===== config.mk =====
export PLATFORM = sky130hd
export DESIGN_NAME = output_short_circuit_guard
export DESIGN_NICKNAME = d
export VERILOG_FILES = /design/src/rtl/core/oscg_pkg.sv /design/src/rtl/core/output_short_circuit_guard.sv
export SDC_FILE = /design/constraint.sdc
export NUM_CORES = 1
export LEC_CHECK = 0
export ABC_CLOCK_PERIOD_IN_PS = 6000
export BUFFER_PORTS_ARGS = -buffer_cell sky130_fd_sc_hd__buf_2
export CORE_MARGIN = 4
export CORE_UTILIZATION = 60
export CTS_CLUSTER_SIZE = 30
export DETAILED_ROUTE_END_ITERATION = 8
export GPL_TIMING_DRIVEN = 0
export PLACE_DENSITY = 0.8
export SLEW_MARGIN = 20
export SYNTH_ARGS = -nofsm -noshare
export SYNTH_HDL_FRONTEND = slang
export SYNTH_SLANG_ARGS = --single-unit
export TNS_END_PERCENT = 100

===== constraint.sdc =====
create_clock -name clk -period 6 [get_ports clk]
set_input_delay 0.3 -clock clk [delete_from_list [all_inputs] [get_ports clk]]
set_output_delay 0.3 -clock clk [all_outputs]
set_load 0.03 [all_outputs]

===== src/rtl/core/oscg_pkg.sv =====
// oscg_pkg: shared constants and types for the output short-circuit guard.
// No dependencies; used by output_short_circuit_guard.
`timescale 1ns / 1ps

package oscg_pkg;

    // Field widths
    localparam int DEB_W    = 6;
    localparam int REC_W    = 4;
    localparam int PER_W    = 16;
    localparam int CFG_W    = 16;
    localparam int CFG_IX_W = 2;
    localparam int TDATA_W  = 8;

    // Configuration register indexes
    localparam logic [CFG_IX_W-1:0] CFG_DEBOUNCE_SAMPLES   = 2'd0;
    localparam logic [CFG_IX_W-1:0] CFG_RECOVERY_PERIODS   = 2'd1;
    localparam logic [CFG_IX_W-1:0] CFG_FLASH_PERIOD_TICKS = 2'd2;

    // Reset values of the configuration registers
    localparam logic [DEB_W-1:0] DEBOUNCE_RESET = 6'd21;
    localparam logic [REC_W-1:0] RECOVERY_RESET = 4'd5;
    localparam logic [PER_W-1:0] PERIOD_RESET   = 16'd4000;

    // Run counters saturate here
    localparam logic [DEB_W-1:0] RUN_MAX = 6'd63;

    // One result transaction
    typedef struct packed {
        logic short_active;
        logic complement_pin;
        logic low_side_on;
        logic led_on;
    } result_t;

endpackage


===== src/rtl/core/output_short_circuit_guard.sv =====
// output_short_circuit_guard: debounced short-circuit protection with auto retry.
// Depends on oscg_pkg.
`timescale 1ns / 1ps

// Each input transaction is one sample tick: the commanded output level and
// the short-sense level. The block takes one tick per clock cycle while the
// output register drains. All the work for a tick is done in the cycle it is
// accepted and the result is registered in the output register, so the
// sustained rate of one tick per cycle is set only by the output register
// draining (s_tready = output register empty or being taken this cycle).
// The sense line is debounced with saturating low/high run counters; a low
// run of debounce_samples latches a short, which forces the main drive off,
// the complementary pin high and flashes the LED every flash_period_ticks
// ticks. Each stable-high flash event counts the recovery count down; the
// event that finds it already at zero (recovery_periods + 1 stable-high
// events after the last debounced low) clears the short, and the outputs
// follow the command again. Configuration writes are taken at any edge with
// cfg_we high and should only be made while idle.
module output_short_circuit_guard
(
    input  logic                                clk,
    input  logic                                rst_n,
    // Configuration write port
    input  logic                                cfg_we,
    input  logic [oscg_pkg::CFG_IX_W-1:0]       cfg_index,
    input  logic [oscg_pkg::CFG_W-1:0]          cfg_data,
    // Tick stream in
    input  logic                                s_tvalid,
    output logic                                s_tready,
    input  logic [oscg_pkg::TDATA_W-1:0]        s_tdata,   // [0] command_on, [1] sense_low
    // Result stream out
    output logic                                m_tvalid,
    input  logic                                m_tready,
    output logic [oscg_pkg::TDATA_W-1:0]        m_tdata    // [0] led_on, [1] low_side_on,
                                                           // [2] complement_pin, [3] short_active
);

    // Configuration registers
    logic [oscg_pkg::DEB_W-1:0] deb_cfg_reg;
    logic [oscg_pkg::REC_W-1:0] rec_cfg_reg;
    logic [oscg_pkg::PER_W-1:0] per_cfg_reg;

    // Guard state
    logic                       short_reg,   short_next;
    logic [oscg_pkg::REC_W-1:0] rec_reg,     rec_next;
    logic [oscg_pkg::DEB_W-1:0] low_run_reg, low_run_next;
    logic [oscg_pkg::DEB_W-1:0] high_run_reg, high_run_next;
    logic [oscg_pkg::PER_W-1:0] timer_reg,   timer_next;
    logic                       led_reg,     led_next;

    // Output register
    logic                       out_valid_reg, out_valid_next;
    oscg_pkg::result_t          out_reg,       out_next;

    logic                       accept;
    logic                       cmd;
    logic                       low;
    logic [oscg_pkg::DEB_W-1:0] deb;
    logic [oscg_pkg::PER_W-1:0] per;
    logic                       detect;
    logic                       short_a;
    logic                       led_a;
    logic [oscg_pkg::PER_W-1:0] timer_a;
    logic [oscg_pkg::REC_W-1:0] rec_a;
    logic [oscg_pkg::PER_W:0]   timer_inc;

    assign s_tready = !out_valid_reg || m_tready;
    assign accept   = s_tvalid && s_tready;
    assign cmd      = s_tdata[0];
    assign low      = s_tdata[1];

    // Zero debounce and flash period settings behave as one
    assign deb = (deb_cfg_reg == '0) ? oscg_pkg::DEB_W'(1) : deb_cfg_reg;
    assign per = (per_cfg_reg == '0) ? oscg_pkg::PER_W'(1) : per_cfg_reg;

    always_comb
    begin
        // Run counters
        if (low)
        begin
            low_run_next  = (low_run_reg < oscg_pkg::RUN_MAX) ? low_run_reg + 1'b1
                                                              : oscg_pkg::RUN_MAX;
            high_run_next = '0;
        end
        else
        begin
            high_run_next = (high_run_reg < oscg_pkg::RUN_MAX) ? high_run_reg + 1'b1
                                                               : oscg_pkg::RUN_MAX;
            low_run_next  = '0;
        end

        // Short detection: reload recovery on every debounced low tick,
        // restart LED and timer only on a fresh latch
        detect  = (low_run_next >= deb);
        short_a = short_reg || detect;
        led_a   = (detect && !short_reg) ? 1'b0 : led_reg;
        timer_a = (detect && !short_reg) ? '0 : timer_reg;
        rec_a   = detect ? rec_cfg_reg : rec_reg;

        timer_inc  = {1'b0, timer_a} + 1'b1;
        short_next = short_a;
        rec_next   = rec_a;
        led_next   = led_a;
        timer_next = '0;

        if (short_a)
        begin
            if (timer_inc >= {1'b0, per})
            begin
                // Flash / recovery check event
                timer_next = '0;
                if (high_run_next >= deb)
                begin
                    if (rec_a != '0)
                    begin
                        rec_next = rec_a - 1'b1;
                        led_next = !led_a;
                    end
                    else
                    begin
                        short_next = 1'b0;
                        led_next   = cmd;
                    end
                end
                else if (low)
                begin
                    rec_next = rec_cfg_reg;
                    led_next = !led_a;
                end
                else
                begin
                    rec_next = rec_cfg_reg;
                end
            end
            else
            begin
                timer_next = timer_inc[oscg_pkg::PER_W-1:0];
            end
        end
        else
        begin
            led_next = cmd;
        end

        // Result from the updated state
        out_next.led_on         = led_next;
        out_next.low_side_on    = short_next ? 1'b0 : cmd;
        out_next.complement_pin = short_next ? 1'b1 : !cmd;
        out_next.short_active   = short_next;

        out_valid_next = accept ? 1'b1 : (m_tready ? 1'b0 : out_valid_reg);
    end

    // Configuration registers
    always_ff @(posedge clk or negedge rst_n)
    begin
        if (!rst_n)
        begin
            deb_cfg_reg <= oscg_pkg::DEBOUNCE_RESET;
            rec_cfg_reg <= oscg_pkg::RECOVERY_RESET;
            per_cfg_reg <= oscg_pkg::PERIOD_RESET;
        end
        else if (cfg_we)
        begin
            case (cfg_index)
                oscg_pkg::CFG_DEBOUNCE_SAMPLES:
                    deb_cfg_reg <= cfg_data[oscg_pkg::DEB_W-1:0];
                oscg_pkg::CFG_RECOVERY_PERIODS:
                    rec_cfg_reg <= cfg_data[oscg_pkg::REC_W-1:0];
                oscg_pkg::CFG_FLASH_PERIOD_TICKS:
                    per_cfg_reg <= cfg_data[oscg_pkg::PER_W-1:0];
                default:
                    ;
            endcase
        end
    end

    // Guard state advances once per accepted tick
    always_ff @(posedge clk or negedge rst_n)
    begin
        if (!rst_n)
        begin
            short_reg     <= 1'b0;
            rec_reg       <= '0;
            low_run_reg   <= '0;
            high_run_reg  <= '0;
            timer_reg     <= '0;
            led_reg       <= 1'b0;
            out_valid_reg <= 1'b0;
        end
        else
        begin
            out_valid_reg <= out_valid_next;
            if (accept)
            begin
                short_reg    <= short_next;
                rec_reg      <= rec_next;
                low_run_reg  <= low_run_next;
                high_run_reg <= high_run_next;
                timer_reg    <= timer_next;
                led_reg      <= led_next;
            end
        end
    end

    // Result payload, no reset needed
    always_ff @(posedge clk)
    begin
        if (accept)
        begin
            out_reg <= out_next;
        end
    end

    assign m_tvalid = out_valid_reg;
    assign m_tdata  = {{(oscg_pkg::TDATA_W - $bits(oscg_pkg::result_t)){1'b0}}, out_reg};

endmodule

==> results by group <==
Run status
  • Status: completed

Finish
  • Synthesis-to-layout area growth: 12.90%
  • Filler Cells Inserted: 519
  • Finished Layout Cells: approximately 570
  • Share of cells above drive strength 1: 0.2851
  • Antenna fix cells: 0
  • NumNets Final: 528
  • Post-Route Utilization: 0.6980
  • Design Area, Final: 0.004742 sq mm

Floorplanning
  • Core Area: slightly below 0.007 sq mm
  • Core Rows: 30
  • Starting density of the core: 0.6182
  • I/O pins: approximately 40
  • Die width: about 92 um
  • Total die area: 0.008403 sq mm
  • Die H: about 92 um

Synthesis
  • Sequential cell area fraction in the yosys report: 0.3953
  • Mapped Area: 0.004200 sq mm
  • Cell taking the most area after synthesis: dfrtp_1
  • Synth top area share: 0.2979
  • Top cells by count, synth: dfrtp_1 (50), nand2_1 (42), ha_1 (32)
  • Cells after synthesis: 420
  • Post-synth EDFFs: 4
  • Ys flop type: dfrtp_1
  • Count leader, synth: dfrtp_1
  • Post-synth ARST share: 0.9385
  • Synth Register Bits: 65
  • Mean Syn Cell Area: 10.00 sq um
  • Post-synthesis cell type count: 74
  • Top cells by area, synth: dfrtp_1 (30%), ha_1 (9.5%), mux2_2 (7.8%), dfstp_2 (6.9%), nand2_1 (3.8%)
  • Warnings, synthesis: 0

Clock tree
  • TritonCTS clock tree: yes
  • Clock Root Buffer: clkbuf_8
  • Clock sink total: 65
  • Clock transition at the registers of the reported paths: ~0.080 ns
  • Clock Path Buffers: 2
  • CTS Buf Count: 9
  • CTS Hold Buffers Added: 0
  • H-tree depth: 3
  • Worst-Skew Late Latency: ~0.34 ns

Critical path
  • R2r setup slk: around 0.43 ns
  • Largest fanout on the critical path: 8
  • Worst R2R Path Depth: 24
  • Critical Path End Type: register
  • Worst Path Class, Setup: reg -> reg
  • R2R Path End: rec_reg[3]
  • Critical Path AT: a little under 6 ns
  • Startpoint types: register
  • Req. time, crit path: between 6 and 7 ns
  • FF-to-FF Start: low_run_reg[0]

Timing
  • TNS Setup: 0 ns
  • Worst Skew: 0.003772 ns
  • Rel. slew slack: 0.4916
  • Max-slew violations: 0
  • RSZ-0062 raised after global routing: false
  • Final setup fails: 0
  • Slew @ Worst Pin: 0.7433 ns
  • Tmin final: approximately 5.6 ns
  • Setup WS post-layout: 0.4255 ns
  • Fmax: roughly 180 MHz
  • Period utilization: 0.9291
  • Final Hold Fails: 0

Placed design
  • Post-DP HPWL: 6.852 mm
  • IO buf count: 30
  • DP Cell Count: roughly 550
  • Post-DP Area: between 0.004 and 0.005 sq mm
  • Final Wtd Congestion: between 0.8 and 0.9
  • Worst Setup Slack post-DPL: 0.1761 ns

Drt
  • Detailed-route vias per instance: between 5 and 6
  • Number of iterations in the first detailed-routing pass: 4
  • DRC Markers: 0
  • Vias: approximately 3300
  • Detailed router's first-iteration violation count: 275
  • Antenna viol nets, final: 0
  • Post-Route WL: around 9.4 mm
  • Wire per inst: 16.62 um

Flow run
  • Max Cap Viol: 0

Pwr
  • Peak VDD IR: 213.6 uV
  • Leakage power: about 2.2 nW
  • Power Density: about 320 mW/mm^2

Global route
  • Vias in the first global route: around 3300
  • Largest net degree at the start of global routing: 62
  • Global route overflow: 0
  • Total track usage: 0.2377
  • Initial antenna violation count: 0
  • First-pass GRT wire length: between 15 and 20 mm

Min path
  • HP Class: in -> async
[cell families after synthesis]
family / synth area share
AO/OA/AOI/OAI: 0.1653
XOR/XNOR: 0.03753
adder cells (fa/ha/maj): 0.09532
buffers and inverters: 0.05153
flip-flops: 0.3953
multiplexers: 0.08966
other: 0.0008928
AND/OR/NAND/NOR: 0.1644
[placed cells by master (no fill, tap or decap), types with 3 or more instances in the layout]
master     instances
mux2_2            29
nor2_1            31
dfstp_2           11
dfrtp_1           50
clkbuf_8          10
nand3_1           15
nand4_1            3
inv_1             26
conb_1             4
and3_2             3
xor2_1            14
nor4_1             5
mux2i_1            5
clkbuf_1           3
and2_1             5
edfxtp_1           4
ha_1              31
a31oi_1            5
a21oi_1           10
buf_2             30
nor3_1             8
buf_4              7
nand3b_1           3
o21ai_0           17
and3_1             6
nand2b_1           5
o2111ai_1          4
a21o_1             3
xnor2_1            4
nand2_1           41
a22o_2            14
[cell type report]
class,count,area [sq um],area share
Multi-Input combinational cell,315,2359,0.4974
Sequential cell,65,1660,0.3501
Timing Repair Buffer,31,160.2,0.03377
Clock buffer,9,123.9,0.02612
Tap cell,96,120.1,0.02533
Buffer,15,111.4,0.02348
Inverter,28,105.1,0.02216
Clock inverter,7,102.6,0.02164
[critical path, cell delays in order (launching register included)]
cell and delay (ns):
dfrtp_1 0.40, ha_1 0.20, and3_1 0.21, and3_1 0.25
nor2_1 0.07, nor2_1 0.16, ha_1 0.28, a211o_1 0.31
a21oi_2 0.20, o21ai_4 0.14, nand2_2 0.16, and2_1 0.22
ha_2 0.26, and4_2 0.30, nand3_1 0.11, xor2_1 0.15
nor2_1 0.19, ha_1 0.29, a21oi_1 0.14, o21ai_0 0.11
a32o_1 0.30, a211oi_4 0.37, a21oi_2 0.20, mux2_2 0.32
a31oi_1 0.16
[repair_timing]
action                                  CTS  global route
buffers inserted                          0             1
endpoints found under the setup margin    0            25
resized for setup                         0             6
[worst max path at each step]
stage / cells after the start / end / from / slack (ns)
final: 24 / rec_reg[3] / low_run_reg[0] / 0.43
after global routing: 24 / rec_reg[3] / low_run_reg[0] / 0.08
after CTS: 24 / timer_reg[10] / low_run_reg[0] / 0.14
after detailed placement: 24 / timer_reg[10] / low_run_reg[0] / 0.18
after global placement: 24 / timer_reg[4] / low_run_reg[0] / 0.26
after floorplan: 24 / timer_reg[2] / low_run_reg[0] / 0.98
[layer usage]
layer	track usage	up-vias	wire [um]
met1	0.3305	1604	4312
met3	0.05168	16	595
met5	0	-	0
met4	0.09171	0	151
met2	0.3634	111	4348
li1	-	1617	-
[power by group]
part           switching (W)  internal, W  total [W]
clock               0.000185     0.000238   0.000423
combinational       0.000271     0.000207   0.000478
sequential         0.0000688     0.000531   0.000600
total               0.000525     0.000977    0.00150
[through the flow]
step | power [W] | hold slack, ns
finish | 0.001501 | 0.02764
global route | 0.001598 | 0.08528
CTS | 0.001497 | 0.05833
detailed placement | 0.001066 | 0.4310
global placement | 0.001042 | 0.4984
floorplan | 0.0009405 | 0.004409
No activity file was read; power rests on OpenSTA's default activity.
